`src/rtl/skl_pkg.sv`:
```
`default_nettype none

package skl_pkg;

    // default number of cells in the chain
    localparam int DEPTH_DEF = 16;

    // key width, fixed by the beat format
    localparam int KEY_W = 32;

    // command codes
    typedef enum logic [1:0] {
        CMD_INSERT = 2'd0,
        CMD_DELETE = 2'd1,
        CMD_SEARCH = 2'd2,
        CMD_READ   = 2'd3
    } cmd_t;

    // result status codes
    typedef enum logic [1:0] {
        ST_OK        = 2'd0,
        ST_NOT_FOUND = 2'd1,
        ST_FULL      = 2'd2,
        ST_RANGE     = 2'd3
    } status_t;

    // sequencer states
    typedef enum logic [1:0] {
        SQ_IDLE,
        SQ_SCAN,
        SQ_APPLY
    } seq_t;

    // command broadcast to every cell
    typedef struct packed {
        cmd_t cmd;
        logic ins_en;
        logic del_en;
    } cell_ctl_t;

endpackage

`default_nettype wire

```
`src/rtl/skl_cell.sv`:
```
`default_nettype none

module skl_cell #(
    parameter int DEPTH = skl_pkg::DEPTH_DEF,
    parameter int IDX   = 0,
    localparam int CW   = $clog2(DEPTH + 1)
) (
    input  wire logic                              clk,
    input  wire logic                              rst_n,
    input  wire skl_pkg::cell_ctl_t                ctl,
    input  wire logic signed [skl_pkg::KEY_W-1:0]  key,
    input  wire logic [3:0]                        position,
    input  wire logic [CW-1:0]                     held,
    input  wire logic signed [skl_pkg::KEY_W-1:0]  left_entry,
    input  wire logic                              left_ge,
    input  wire logic signed [skl_pkg::KEY_W-1:0]  right_entry,
    input  wire logic                              hit_in,
    input  wire logic [CW-1:0]                     pos_in,
    input  wire logic signed [skl_pkg::KEY_W-1:0]  key_in,
    output logic signed [skl_pkg::KEY_W-1:0]       entry,
    output logic                                   ge,
    output logic                                   hit_out,
    output logic [CW-1:0]                          pos_out,
    output logic signed [skl_pkg::KEY_W-1:0]       key_out
);

    logic signed [skl_pkg::KEY_W-1:0] entry_reg;
    logic signed [skl_pkg::KEY_W-1:0] entry_next;
    logic                             hit_reg;
    logic                             hit_next;
    logic [CW-1:0]                    pos_reg;
    logic [CW-1:0]                    pos_next;
    logic signed [skl_pkg::KEY_W-1:0] key_reg;
    logic signed [skl_pkg::KEY_W-1:0] key_next;
    logic                             valid;
    logic                             lt;
    logic                             match;

    // local compare against the broadcast key
    assign valid = CW'(IDX) < held;
    assign lt    = valid && (entry_reg < key);
    assign ge    = !lt;

    // does this cell answer the current command
    always_comb
    begin
        unique case (ctl.cmd)
            skl_pkg::CMD_INSERT: match = valid && !lt;
            skl_pkg::CMD_DELETE,
            skl_pkg::CMD_SEARCH: match = valid && (entry_reg == key);
            skl_pkg::CMD_READ:   match = valid && (IDX < 16) && (position == 4'(IDX));
            default:             match = 1'b0;
        endcase
    end

    // result carrier: first matching cell claims it, later cells pass it on
    always_comb
    begin
        if (!hit_in && match)
        begin
            hit_next = 1'b1;
            pos_next = CW'(IDX);
            key_next = entry_reg;
        end
        else
        begin
            hit_next = hit_in;
            pos_next = pos_in;
            key_next = key_in;
        end
    end

    // shift on insert or delete, else hold
    always_comb
    begin
        entry_next = entry_reg;
        if (ctl.ins_en)
        begin
            if (left_ge)
                entry_next = left_entry;
            else if (ge)
                entry_next = key;
        end
        else if (ctl.del_en)
        begin
            if (valid && !lt)
                entry_next = right_entry;
        end
    end

    // stored key
    always_ff @(posedge clk)
    begin
        entry_reg <= entry_next;
    end

    // carrier stage
    always_ff @(posedge clk or negedge rst_n)
    begin
        if (!rst_n)
            hit_reg <= 1'b0;
        else
            hit_reg <= hit_next;
    end

    always_ff @(posedge clk)
    begin
        pos_reg <= pos_next;
        key_reg <= key_next;
    end

    assign entry   = entry_reg;
    assign hit_out = hit_reg;
    assign pos_out = pos_reg;
    assign key_out = key_reg;

endmodule

`default_nettype wire

```
`src/rtl/sorted_key_list.sv`:
```
`default_nettype none

// channel   signals                                      handshake
// command   cmd, key, position                           start high, busy low
// result    status, found_position, key_out, count       done high for one cycle
//
// every command runs from start to done through the scan, in which the result
// carrier ripples through the cell chain, the apply step, which applies the
// shift, and the output register
// busy is high from the cycle after a command is taken until done rises
// reset empties the store; key storage itself is not cleared
// results cannot be stalled: done is a single-cycle strobe
module sorted_key_list #(
    parameter int DEPTH = skl_pkg::DEPTH_DEF
) (
    input  wire logic                              clk,
    input  wire logic                              rst_n,
    input  wire logic                              start,
    output logic                                   busy,
    input  wire logic [1:0]                        cmd,
    input  wire logic signed [skl_pkg::KEY_W-1:0]  key,
    input  wire logic [3:0]                        position,
    output logic                                   done,
    output logic [1:0]                             status,
    output logic [3:0]                             found_position,
    output logic signed [skl_pkg::KEY_W-1:0]       key_out,
    output logic [4:0]                             count
);

    localparam int CW = $clog2(DEPTH + 1);
    localparam int SW = $clog2(DEPTH);
    localparam int PW = (CW > 4) ? CW : 4;
    localparam int QW = (CW > 5) ? CW : 5;

    skl_pkg::seq_t                    state_reg;
    skl_pkg::seq_t                    state_next;
    logic [SW-1:0]                    scan_cnt_reg;
    logic [SW-1:0]                    scan_cnt_next;
    skl_pkg::cmd_t                    cmd_reg;
    logic signed [skl_pkg::KEY_W-1:0] key_reg;
    logic [3:0]                       pos_reg;
    logic [CW-1:0]                    count_reg;
    logic [CW-1:0]                    count_next;
    logic                             done_reg;
    skl_pkg::status_t                 status_reg;
    skl_pkg::status_t                 status_next;
    logic [CW-1:0]                    where_reg;
    logic [CW-1:0]                    where_next;
    logic signed [skl_pkg::KEY_W-1:0] kout_reg;
    logic signed [skl_pkg::KEY_W-1:0] kout_next;
    logic                             accept;
    logic                             in_scan;
    logic                             in_apply;
    logic                             scan_last;
    logic                             full;
    skl_pkg::cell_ctl_t               ctl;
    logic [PW-1:0]                    where_ext;
    logic [QW-1:0]                    count_ext;

    logic signed [skl_pkg::KEY_W-1:0] ent      [0:DEPTH-1];
    logic                             ge       [0:DEPTH-1];
    logic signed [skl_pkg::KEY_W-1:0] left_ent [0:DEPTH-1];
    logic                             left_ge  [0:DEPTH-1];
    logic signed [skl_pkg::KEY_W-1:0] right_ent[0:DEPTH-1];
    logic                             car_hit  [0:DEPTH];
    logic [CW-1:0]                    car_pos  [0:DEPTH];
    logic signed [skl_pkg::KEY_W-1:0] car_key  [0:DEPTH];

    assign accept    = start && !busy;
    assign scan_last = scan_cnt_reg == SW'(DEPTH - 1);
    assign full      = count_reg == CW'(DEPTH);

    // sequencer next state
    always_comb
    begin
        state_next = state_reg;
        unique case (state_reg)
            skl_pkg::SQ_IDLE:  if (accept) state_next = skl_pkg::SQ_SCAN;
            skl_pkg::SQ_SCAN:  if (scan_last) state_next = skl_pkg::SQ_APPLY;
            skl_pkg::SQ_APPLY: state_next = skl_pkg::SQ_IDLE;
            default:           state_next = skl_pkg::SQ_IDLE;
        endcase
    end

    // sequencer outputs
    always_comb
    begin
        busy     = 1'b1;
        in_scan  = 1'b0;
        in_apply = 1'b0;
        unique case (state_reg)
            skl_pkg::SQ_IDLE:  busy = 1'b0;
            skl_pkg::SQ_SCAN:  in_scan = 1'b1;
            skl_pkg::SQ_APPLY: in_apply = 1'b1;
            default:           busy = 1'b0;
        endcase
    end

    // scan counter
    always_comb
    begin
        if (in_scan)
            scan_cnt_next = scan_cnt_reg + SW'(1);
        else
            scan_cnt_next = '0;
    end

    always_ff @(posedge clk or negedge rst_n)
    begin
        if (!rst_n)
        begin
            state_reg    <= skl_pkg::SQ_IDLE;
            scan_cnt_reg <= '0;
        end
        else
        begin
            state_reg    <= state_next;
            scan_cnt_reg <= scan_cnt_next;
        end
    end

    // command beat capture
    always_ff @(posedge clk)
    begin
        if (accept)
        begin
            cmd_reg <= skl_pkg::cmd_t'(cmd);
            key_reg <= key;
            pos_reg <= position;
        end
    end

    // result, next fill level and shift enables from the end of the carrier chain
    always_comb
    begin
        status_next = skl_pkg::ST_OK;
        where_next  = '0;
        kout_next   = '0;
        count_next  = count_reg;
        ctl.cmd     = cmd_reg;
        ctl.ins_en  = 1'b0;
        ctl.del_en  = 1'b0;
        unique case (cmd_reg)
            skl_pkg::CMD_INSERT:
            begin
                if (full)
                    status_next = skl_pkg::ST_FULL;
                else
                begin
                    where_next = car_hit[DEPTH] ? car_pos[DEPTH] : count_reg;
                    kout_next  = key_reg;
                    count_next = count_reg + CW'(1);
                    ctl.ins_en = in_apply;
                end
            end
            skl_pkg::CMD_DELETE:
            begin
                if (!car_hit[DEPTH])
                    status_next = skl_pkg::ST_NOT_FOUND;
                else
                begin
                    where_next = car_pos[DEPTH];
                    kout_next  = car_key[DEPTH];
                    count_next = count_reg - CW'(1);
                    ctl.del_en = in_apply;
                end
            end
            skl_pkg::CMD_SEARCH:
            begin
                if (!car_hit[DEPTH])
                    status_next = skl_pkg::ST_NOT_FOUND;
                else
                begin
                    where_next = car_pos[DEPTH];
                    kout_next  = car_key[DEPTH];
                end
            end
            skl_pkg::CMD_READ:
            begin
                if (!car_hit[DEPTH])
                    status_next = skl_pkg::ST_RANGE;
                else
                begin
                    where_next = car_pos[DEPTH];
                    kout_next  = car_key[DEPTH];
                end
            end
            default:
            begin
                status_next = skl_pkg::ST_RANGE;
            end
        endcase
    end

    // fill level and done strobe
    always_ff @(posedge clk or negedge rst_n)
    begin
        if (!rst_n)
        begin
            count_reg <= '0;
            done_reg  <= 1'b0;
        end
        else
        begin
            done_reg <= in_apply;
            if (in_apply)
                count_reg <= count_next;
        end
    end

    // result beat register
    always_ff @(posedge clk)
    begin
        if (in_apply)
        begin
            status_reg <= status_next;
            where_reg  <= where_next;
            kout_reg   <= kout_next;
        end
    end

    // chain ends
    assign car_hit[0] = 1'b0;
    assign car_pos[0] = '0;
    assign car_key[0] = '0;

    // cell chain with neighbour links
    for (genvar i = 0; i < DEPTH; i++)
    begin : g_cell
        if (i == 0)
        begin : g_first
            assign left_ent[i] = key_reg;
            assign left_ge[i]  = 1'b0;
        end
        else
        begin : g_inner_left
            assign left_ent[i] = ent[i-1];
            assign left_ge[i]  = ge[i-1];
        end

        if (i == DEPTH - 1)
        begin : g_last
            assign right_ent[i] = key_reg;
        end
        else
        begin : g_inner_right
            assign right_ent[i] = ent[i+1];
        end

        skl_cell #(
            .DEPTH (DEPTH),
            .IDX   (i)
        ) u_cell (
            .clk         (clk),
            .rst_n       (rst_n),
            .ctl         (ctl),
            .key         (key_reg),
            .position    (pos_reg),
            .held        (count_reg),
            .left_entry  (left_ent[i]),
            .left_ge     (left_ge[i]),
            .right_entry (right_ent[i]),
            .hit_in      (car_hit[i]),
            .pos_in      (car_pos[i]),
            .key_in      (car_key[i]),
            .entry       (ent[i]),
            .ge          (ge[i]),
            .hit_out     (car_hit[i+1]),
            .pos_out     (car_pos[i+1]),
            .key_out     (car_key[i+1])
        );
    end

    // output ports, low bits of position and fill level
    assign where_ext      = PW'(where_reg);
    assign count_ext      = QW'(count_reg);
    assign done           = done_reg;
    assign status         = status_reg;
    assign found_position = where_ext[3:0];
    assign key_out        = kout_reg;
    assign count          = count_ext[4:0];

`ifndef ASSERT_OFF
    // a taken command is answered after the fixed latency
    a_latency: assert property (@(posedge clk) disable iff (!rst_n)
        accept |-> ##(DEPTH + 2) done_reg)
        else $error("result strobe missing after command");

    // done follows an apply cycle only
    a_done_src: assert property (@(posedge clk) disable iff (!rst_n)
        done_reg |-> $past(state_reg == skl_pkg::SQ_APPLY))
        else $error("result strobe without apply");

    // fill level stays within the chain
    a_count_max: assert property (@(posedge clk) disable iff (!rst_n)
        count_reg <= CW'(DEPTH))
        else $error("fill level beyond depth");

    // fill level moves only on apply
    a_count_hold: assert property (@(posedge clk) disable iff (!rst_n)
        !in_apply |=> $stable(count_reg))
        else $error("fill level changed outside apply");
`endif

endmodule

`default_nettype wire
```
`config.mk`:
```
export PLATFORM = sky130hd
export DESIGN_NAME = sorted_key_list
export DESIGN_NICKNAME = d
export VERILOG_FILES = /design/src/rtl/skl_pkg.sv /design/src/rtl/skl_cell.sv /design/src/rtl/sorted_key_list.sv
export SDC_FILE = /design/constraint.sdc
export NUM_CORES = 2
export LEC_CHECK = 0
export BUFFER_PORTS_ARGS = -buffer_cell sky130_fd_sc_hd__buf_2
export CAP_MARGIN = 30
export CORE_MARGIN = 3
export CORE_UTILIZATION = 69
export DETAILED_ROUTE_END_ITERATION = 6
export GPL_TIMING_DRIVEN = 0
export PLACE_DENSITY = 0.86
export SETUP_SLACK_MARGIN = 0.4
export SYNTH_ARGS = -nofsm -noshare
export SYNTH_HDL_FRONTEND = slang
export SYNTH_SLANG_ARGS = --single-unit
```
`constraint.sdc`:
```
create_clock -name clk -period 16.75 [get_ports clk]
set_input_delay 1.675 -clock clk [delete_from_list [all_inputs] [get_ports clk]]
set_output_delay 1.675 -clock clk [all_outputs]
set_load 0.01 [all_outputs]
```
Word level (Yosys, flattened, before mapping)
Index checks and enable logic that the tools add are counted.
{ "totals": {"regBits": 1177, "wordCells": 472, "input_bits": 41} }
{ "op_classes": {"reduce_logical": 154, "mux": 152, "addsub": 3, "eq_ne": 58, "n_lt_le_gt_ge": 32} }
{ "ops": {"columns": ["cell", "count"], "rows": [
  ["two-way mux 32 bit", 96],
  ["equality test 32 bit", 16],
  ["less-than comparator 32 bit", 16],
  ["logical AND 1 bit", 80],
  ["one-hot mux 32 bit (2 select lines)", 1],
  ["one-hot mux 1 bit (3 select lines)", 16],
  ["AND reduction 3 bit", 16],
  ["!= test 3 bit (second input constant)", 15],
  ["less-than comparator 4 x 5 -> 1 bit (first input constant)", 8],
  ["equality test 4 bit (second input constant)", 9],
  ["nonzero test 2 bit", 18],
  ["logical NOT 1 bit", 32],
  ["two-way mux 1 bit", 25],
  ["less-than comparator 3 x 5 -> 1 bit (first input constant)", 4],
  ["equality test 4 x 3 -> 1 bit (second input constant)", 4],
  ["two-way mux 4 bit", 4],
  ["less-than comparator 1 x 5 -> 1 bit (first input constant)", 2],
  ["less-than comparator 2 x 5 -> 1 bit (first input constant)", 2],
  ["two-way mux 5 bit", 2],
  ["one-hot mux 5 bit (2 select lines)", 1],
  ["equality test 4 x 2 -> 1 bit (second input constant)", 2],
  ["two-way mux 2 bit", 4],
  ["!= test 2 bit (second input constant)", 4],
  ["one-hot mux 4 bit (2 select lines)", 1],
  ["other kinds (16)", 21]
]} }

Logic depth before layout (Yosys ltp)
{ "depth": {"ltp_word": 7, "ltp_mapped": 13, "mapped_depth_nobuf": 10} }

Modules after synthesis
From an unflattened synthesis, not the netlist that was laid out.
{ "hier_totals": {"hier_cells": 5932, "area_unflattened_um2": 64580.7} }
{ "modules_own_cells": {"columns": ["mod", "area_per_inst_um2", "cells_each", "instances"], "rows": [
  ["skl_cell at g_cell[14].u_cell ...", 3773.6, 357, 2],
  ["skl_cell at g_cell[10].u_cell", 4017.6, 393, 1],
  ["skl_cell at g_cell[7].u_cell", 3896.2, 350, 1],
  ["skl_cell at g_cell[9].u_cell", 3865.0, 361, 1],
  ["skl_cell at g_cell[1].u_cell", 3862.5, 360, 1],
  ["skl_cell at g_cell[0].u_cell", 3861.2, 359, 1],
  ["skl_cell at g_cell[11].u_cell", 3854.9, 356, 1],
  ["skl_cell at g_cell[3].u_cell", 3853.7, 357, 1],
  ["skl_cell at g_cell[5].u_cell", 3771.1, 357, 1],
  ["skl_cell at g_cell[13].u_cell", 3769.9, 357, 1],
  ["skl_cell at g_cell[12].u_cell", 3768.6, 359, 1],
  ["skl_cell at g_cell[4].u_cell", 3767.4, 355, 1],
  ["skl_cell at g_cell[15].u_cell", 3756.1, 348, 1],
  ["skl_cell at g_cell[8].u_cell", 3752.3, 349, 1],
  ["+2 rows", null, null, null]
]} }

Worst setup path after synthesis
Ideal clock, no wire load.
{ "synth_path": {"path_type": "register to register", "startpoint": "reg key_reg[17] (netlist bit)", "endpoint": "reg g_cell[0].u_cell.entry_reg (netlist bit g_cell[0].u_cell.entry[0]) (enable)", "setup_ns": 0.470, "path_slack_ns": 10.769, "period_less_slack_ns": 5.981, "t_arrival_ns": 5.511, "path_stages_with_launch": 13, "cell_sequence": "edfxtp_1 -> clkbuf_1 -> inv_1 -> ha_1 -> a21o_1 -> a21o_1 -> a211o_1 -> a31o_2 -> and2_1 -> o21ai_0 -> clkbuf_1 -> clkbuf_1 -> a21boi_0"} }
{ "synth_between": {"elab_chain_len": 6} }
{ "synth_lines": {"columns": ["item", "line", "source"], "rows": [
  ["start: declaration", "sorted_key_list.sv:40", "logic signed [skl_pkg::KEY_W-1:0] key_reg;"],
  ["start signal: assignment", "sorted_key_list.sv:128", "key_reg <= key;"],
  ["less-than comparator 32 bit *", "skl_cell.sv:41", "assign lt = valid && (entry_reg < key);"],
  ["logical AND 1 bit *", "skl_cell.sv:41", null],
  ["logical NOT 1 bit", null, null],
  ["logical AND 1 bit", "skl_cell.sv:86", "if (valid && !lt)"],
  ["nonzero test 2 bit (no line)", null, null],
  ["AND reduction 3 bit (no line) *", null, null],
  ["end signal: assignment", "skl_cell.sv:94", "entry_reg <= entry_next;"],
  ["end: declaration", "skl_cell.sv:27", "logic signed [skl_pkg::KEY_W-1:0] entry_reg;"]
]} }
Mark *: on every way between the ends. The rest lies on a longest branch, timed or not.
A chain may end at the register's enable or synchronous reset.

Final worst setup path
{ "layout_path": {"startpoint": "reg key_reg[14] (netlist bit)", "endpoint": "reg g_cell[15].u_cell.entry_reg (netlist bit g_cell[15].u_cell.entry[9]) (enable)"} }
{ "layout_between": {"elab_chain_len": 6} }
{ "layout_lines": {"columns": ["item", "line"], "rows": [
  ["less-than comparator 32 bit", "skl_cell.sv:41"],
  ["logical AND 1 bit", "skl_cell.sv:41"],
  ["logical NOT 1 bit", "skl_cell.sv:86"],
  ["logical AND 1 bit", "skl_cell.sv:86"],
  ["nonzero test 2 bit (no line)", null],
  ["AND reduction 3 bit (no line) *", null],
  ["end signal: assignment", "skl_cell.sv:94"],
  ["end: declaration", "skl_cell.sv:27"]
]} }
Marks and branches as above.

==> flow_summary.json <==
{
  "status": "finished with violations",
  "violations": "design-rule violations",
  "hold_viol_final": 0,
  "route.detailed.drc": 27,
  "antenna_left": 0,
  "post_cts.repair.setup_buffers": 0,
  "die_x_um": 298,
  "start_util": 0.699,
  "grt_max_degree": 40,
  "critical_path_required_ns": 17.07,
  "vias": 45229,
  "grt-ovfl-total": 0,
  "slowest_stage": "or2_2",
  "holdCritStartpoint": "g_cell[6].u_cell.pos_out[0]$_SDFF_PP0_",
  "arrival_ns": 7.68,
  "dieArea_mm2": 0.0886,
  "synth.avg_cell_area_um2": 11.3,
  "start_kind": "flip-flop",
  "reg2reg_from": "key_reg[14]$_DFFE_PP_",
  "wl_per_cell_um": 28.7,
  "ys_async_sr_fraction": 0.0238,
  "rsz0062_at_grt": "false",
  "cap_violations": 0,
  "timing.fmax_mhz": 136,
  "first_global_vias": 44747,
  "tightest_slew_ns": 1.15,
  "viasPerCell": 6.78,
  "rows": 106,
  "synth_top_area_share": 0.301,
  "yosys_warnings": 0,
  "synth_area_leaders": "edfxtp_1 (30%), dfxtp_1 (19%), ha_1 (11%), mux2_2 (9.6%), mux2i_1 (5.1%)",
  "ctsResizeCount": 0,
  "skew_ns": 0.0264,
  "synth-seq-cells": 1177,
  "coreArea_mm2": 0.0840,
  "slew_violations": 0,
  "clkLatencyLatePin_ns": 0.72,
  "finalPower_mw": 12.1,
  "cts.htree.levels": 3,
  "max-vdd-ir-drop_v": 0.000143,
  "fin_setup_tns_ns": 0,
  "cts_buffers": 117,
  "fin_crit_ns": 7.36,
  "syn_nets": 5762,
  "first_pass_iters": 7,
  "setup_violations": 0,
  "areaGrowthSynthToFinish_pct": 11.3,
  "grt.total_usage": 0.423,
  "critPathMaxStageDelay_ns": 0.86,
  "cts_root_buf": "clkbuf_16",
  "synth_most_common_cell": "nand2_1",
  "synth_flop_cell": "edfxtp_1",
  "yosysSeqAreaShare": 0.504,
  "criticalPathCategory": "flip-flop to flip-flop",
  "finalCritPeriodShare": 0.439,
  "nNetsFinal": 5997,
  "die_h_um": 298,
  "synth.distinct_cells": 75,
  "synth_edf_count": 588,
  "synth_commonest_cells": "nand2_1 (618), edfxtp_1 (588), dfxtp_1 (561), ha_1 (522), mux2_2 (501)",
  "cts.sinks": 1177,
  "drive_above_1_share": 0.164,
  "crit_path_end_kind": "flip-flop",
  "antenna_found_initial": 6,
  "syn_inst": 5199,
  "numPortBuffers": 85,
  "drt_iter0_drc": 6145,
  "yosysTopAreaCell": "edfxtp_1",
  "crit_chain": "clkbuf_1 -> inv_1 -> ha_1 -> nand4_1 -> nor4_1 -> o21ai_0 -> o211ai_1 -> a211oi_1 -> or2_2 -> a21oi_1 -> clkbuf_1 -> or2_2",
  "clockBufferDepth": 3,
  "gp_congestion": 1.03,
  "rrSetupSlack_ns": 9.39,
  "powerDensity_mw_per_mm2": 185,
  "cp_max_fo": 32,
  "grt_first_pass_wirelength_mm": 279,
  "worstSetupStartpoint": "key_reg[14]$_DFFE_PP_",
  "totalWireLength_mm": 192,
  "num_io_pins": 86,
  "clkTransAtPathRegs_ns": 0.06,
  "cellLeakagePower_nw": 27.3,
  "relSlewSlack": 0.231,
  "hold_class": "flip-flop to flip-flop",
  "synth_area_mm2": 0.0587,
  "dp_hpwl_mm": 150,
  "cts_tree": "yes",
  "hold_buffers": 0
}
==> path summary, 6_finish.rpt <==
check	cells after the start	endpoint
setup / recovery	12	g_cell[15].u_cell.entry[9]$_DFFE_PP_
hold / removal	1	g_cell[7].u_cell.pos_out[0]$_SDFF_PP1_
setup reg to reg	12	g_cell[15].u_cell.entry[9]$_DFFE_PP_
hold reg to reg	1	g_cell[7].u_cell.pos_out[0]$_SDFF_PP1_
max in group asynchronous	2	g_cell[1].u_cell.hit_out$_DFF_PN0_
min in group asynchronous	1	scan_cnt_reg[0]$_DFF_PN0_
==> critical path, delay by kind of cell (launching register included) <==
kind,cells,cell delay (ns)
compound gates,4,1.46
fa+ha+maj,1,0.55
buf+inv,3,2.17
flops,1,0.67
simple gates,4,2.08
==> cell type report <==
| class | instances | area [um2] |
|---|---|---|
| tap | 1134 | 1420 |
| clock buffer | 168 | 3470 |
| fill | 5481 | 18600 |
| antenna | 2 | 5.00 |
| inverter | 88 | 330 |
| timing repair buffer | 116 | 1030 |
| buffer | 289 | 1190 |
| multi-input combinational | 3645 | 27800 |
| clock inverter | 56 | 563 |
| sequential | 1177 | 29600 |
==> logic make-up (layout without fill, tap and decap cells) <==
family / count (synthesis) / in the layout / synth area share
flip-flops: 1177 / 1177 / 0.504
AND/OR/NAND/NOR: 1276 / 1276 / 0.0999
buffers and inverters: 377 / 717 / 0.0259
XOR/XNOR: 13 / 13 / 0.00194
multiplexers: 812 / 812 / 0.149
other: 0 / 2 / 0
AO/OA/AOI/OAI: 1022 / 1022 / 0.108
adder cells (fa/ha/maj): 522 / 522 / 0.111
==> per-layer routing <==
layer | GRT usage | part of all wire | vias up
met2 | 0.646 | 0.44 | 3187
met4 | 0.214 | 0.058 | 10
met1 | 0.568 | 0.39 | 21567
li1 | - | - | 19846
met5 | 0 | 0.00032 | -
met3 | 0.100 | 0.12 | 619
==> cells in the final DEF, fill, tap and decap left out, drive strengths merged, types with 31 or more instances in the layout <==
cell type and count:
nand2 618, edfxtp 588, dfxtp 561, ha 522, mux2 512, clkbuf 383
o21ai 316, a21oi 310, mux2i 300, nand3 200, buf 190, o211ai 182
nor2 136, nand4 113, inv 91, a21o 54, and2 46, clkinv 39
a22o 37, nor2b 31
==> stage by stage <==
step                      area (um2)  worst slack, ns  instances   util  hold slack, ns
after detailed placement       61300             9.58       6445  0.730           0.396
after CTS                      65300             9.60       6669  0.778           0.415
after global routing           65400             9.48       6673  0.779           0.418
after floorplan                58700            10.77       5199      -           0.386
after global placement         60600             6.29       6418  0.721           0.393
final                          65400             9.39       6675  0.779           0.409
==> where the power goes <==
group	internal [mW]	total, mW	switching, mW
clock network	1.59	2.74	1.15
registers	4.19	4.80	0.612
logic	1.73	4.52	2.79
total	7.51	12.1	4.55
No activity file was read; power rests on OpenSTA's default activity.
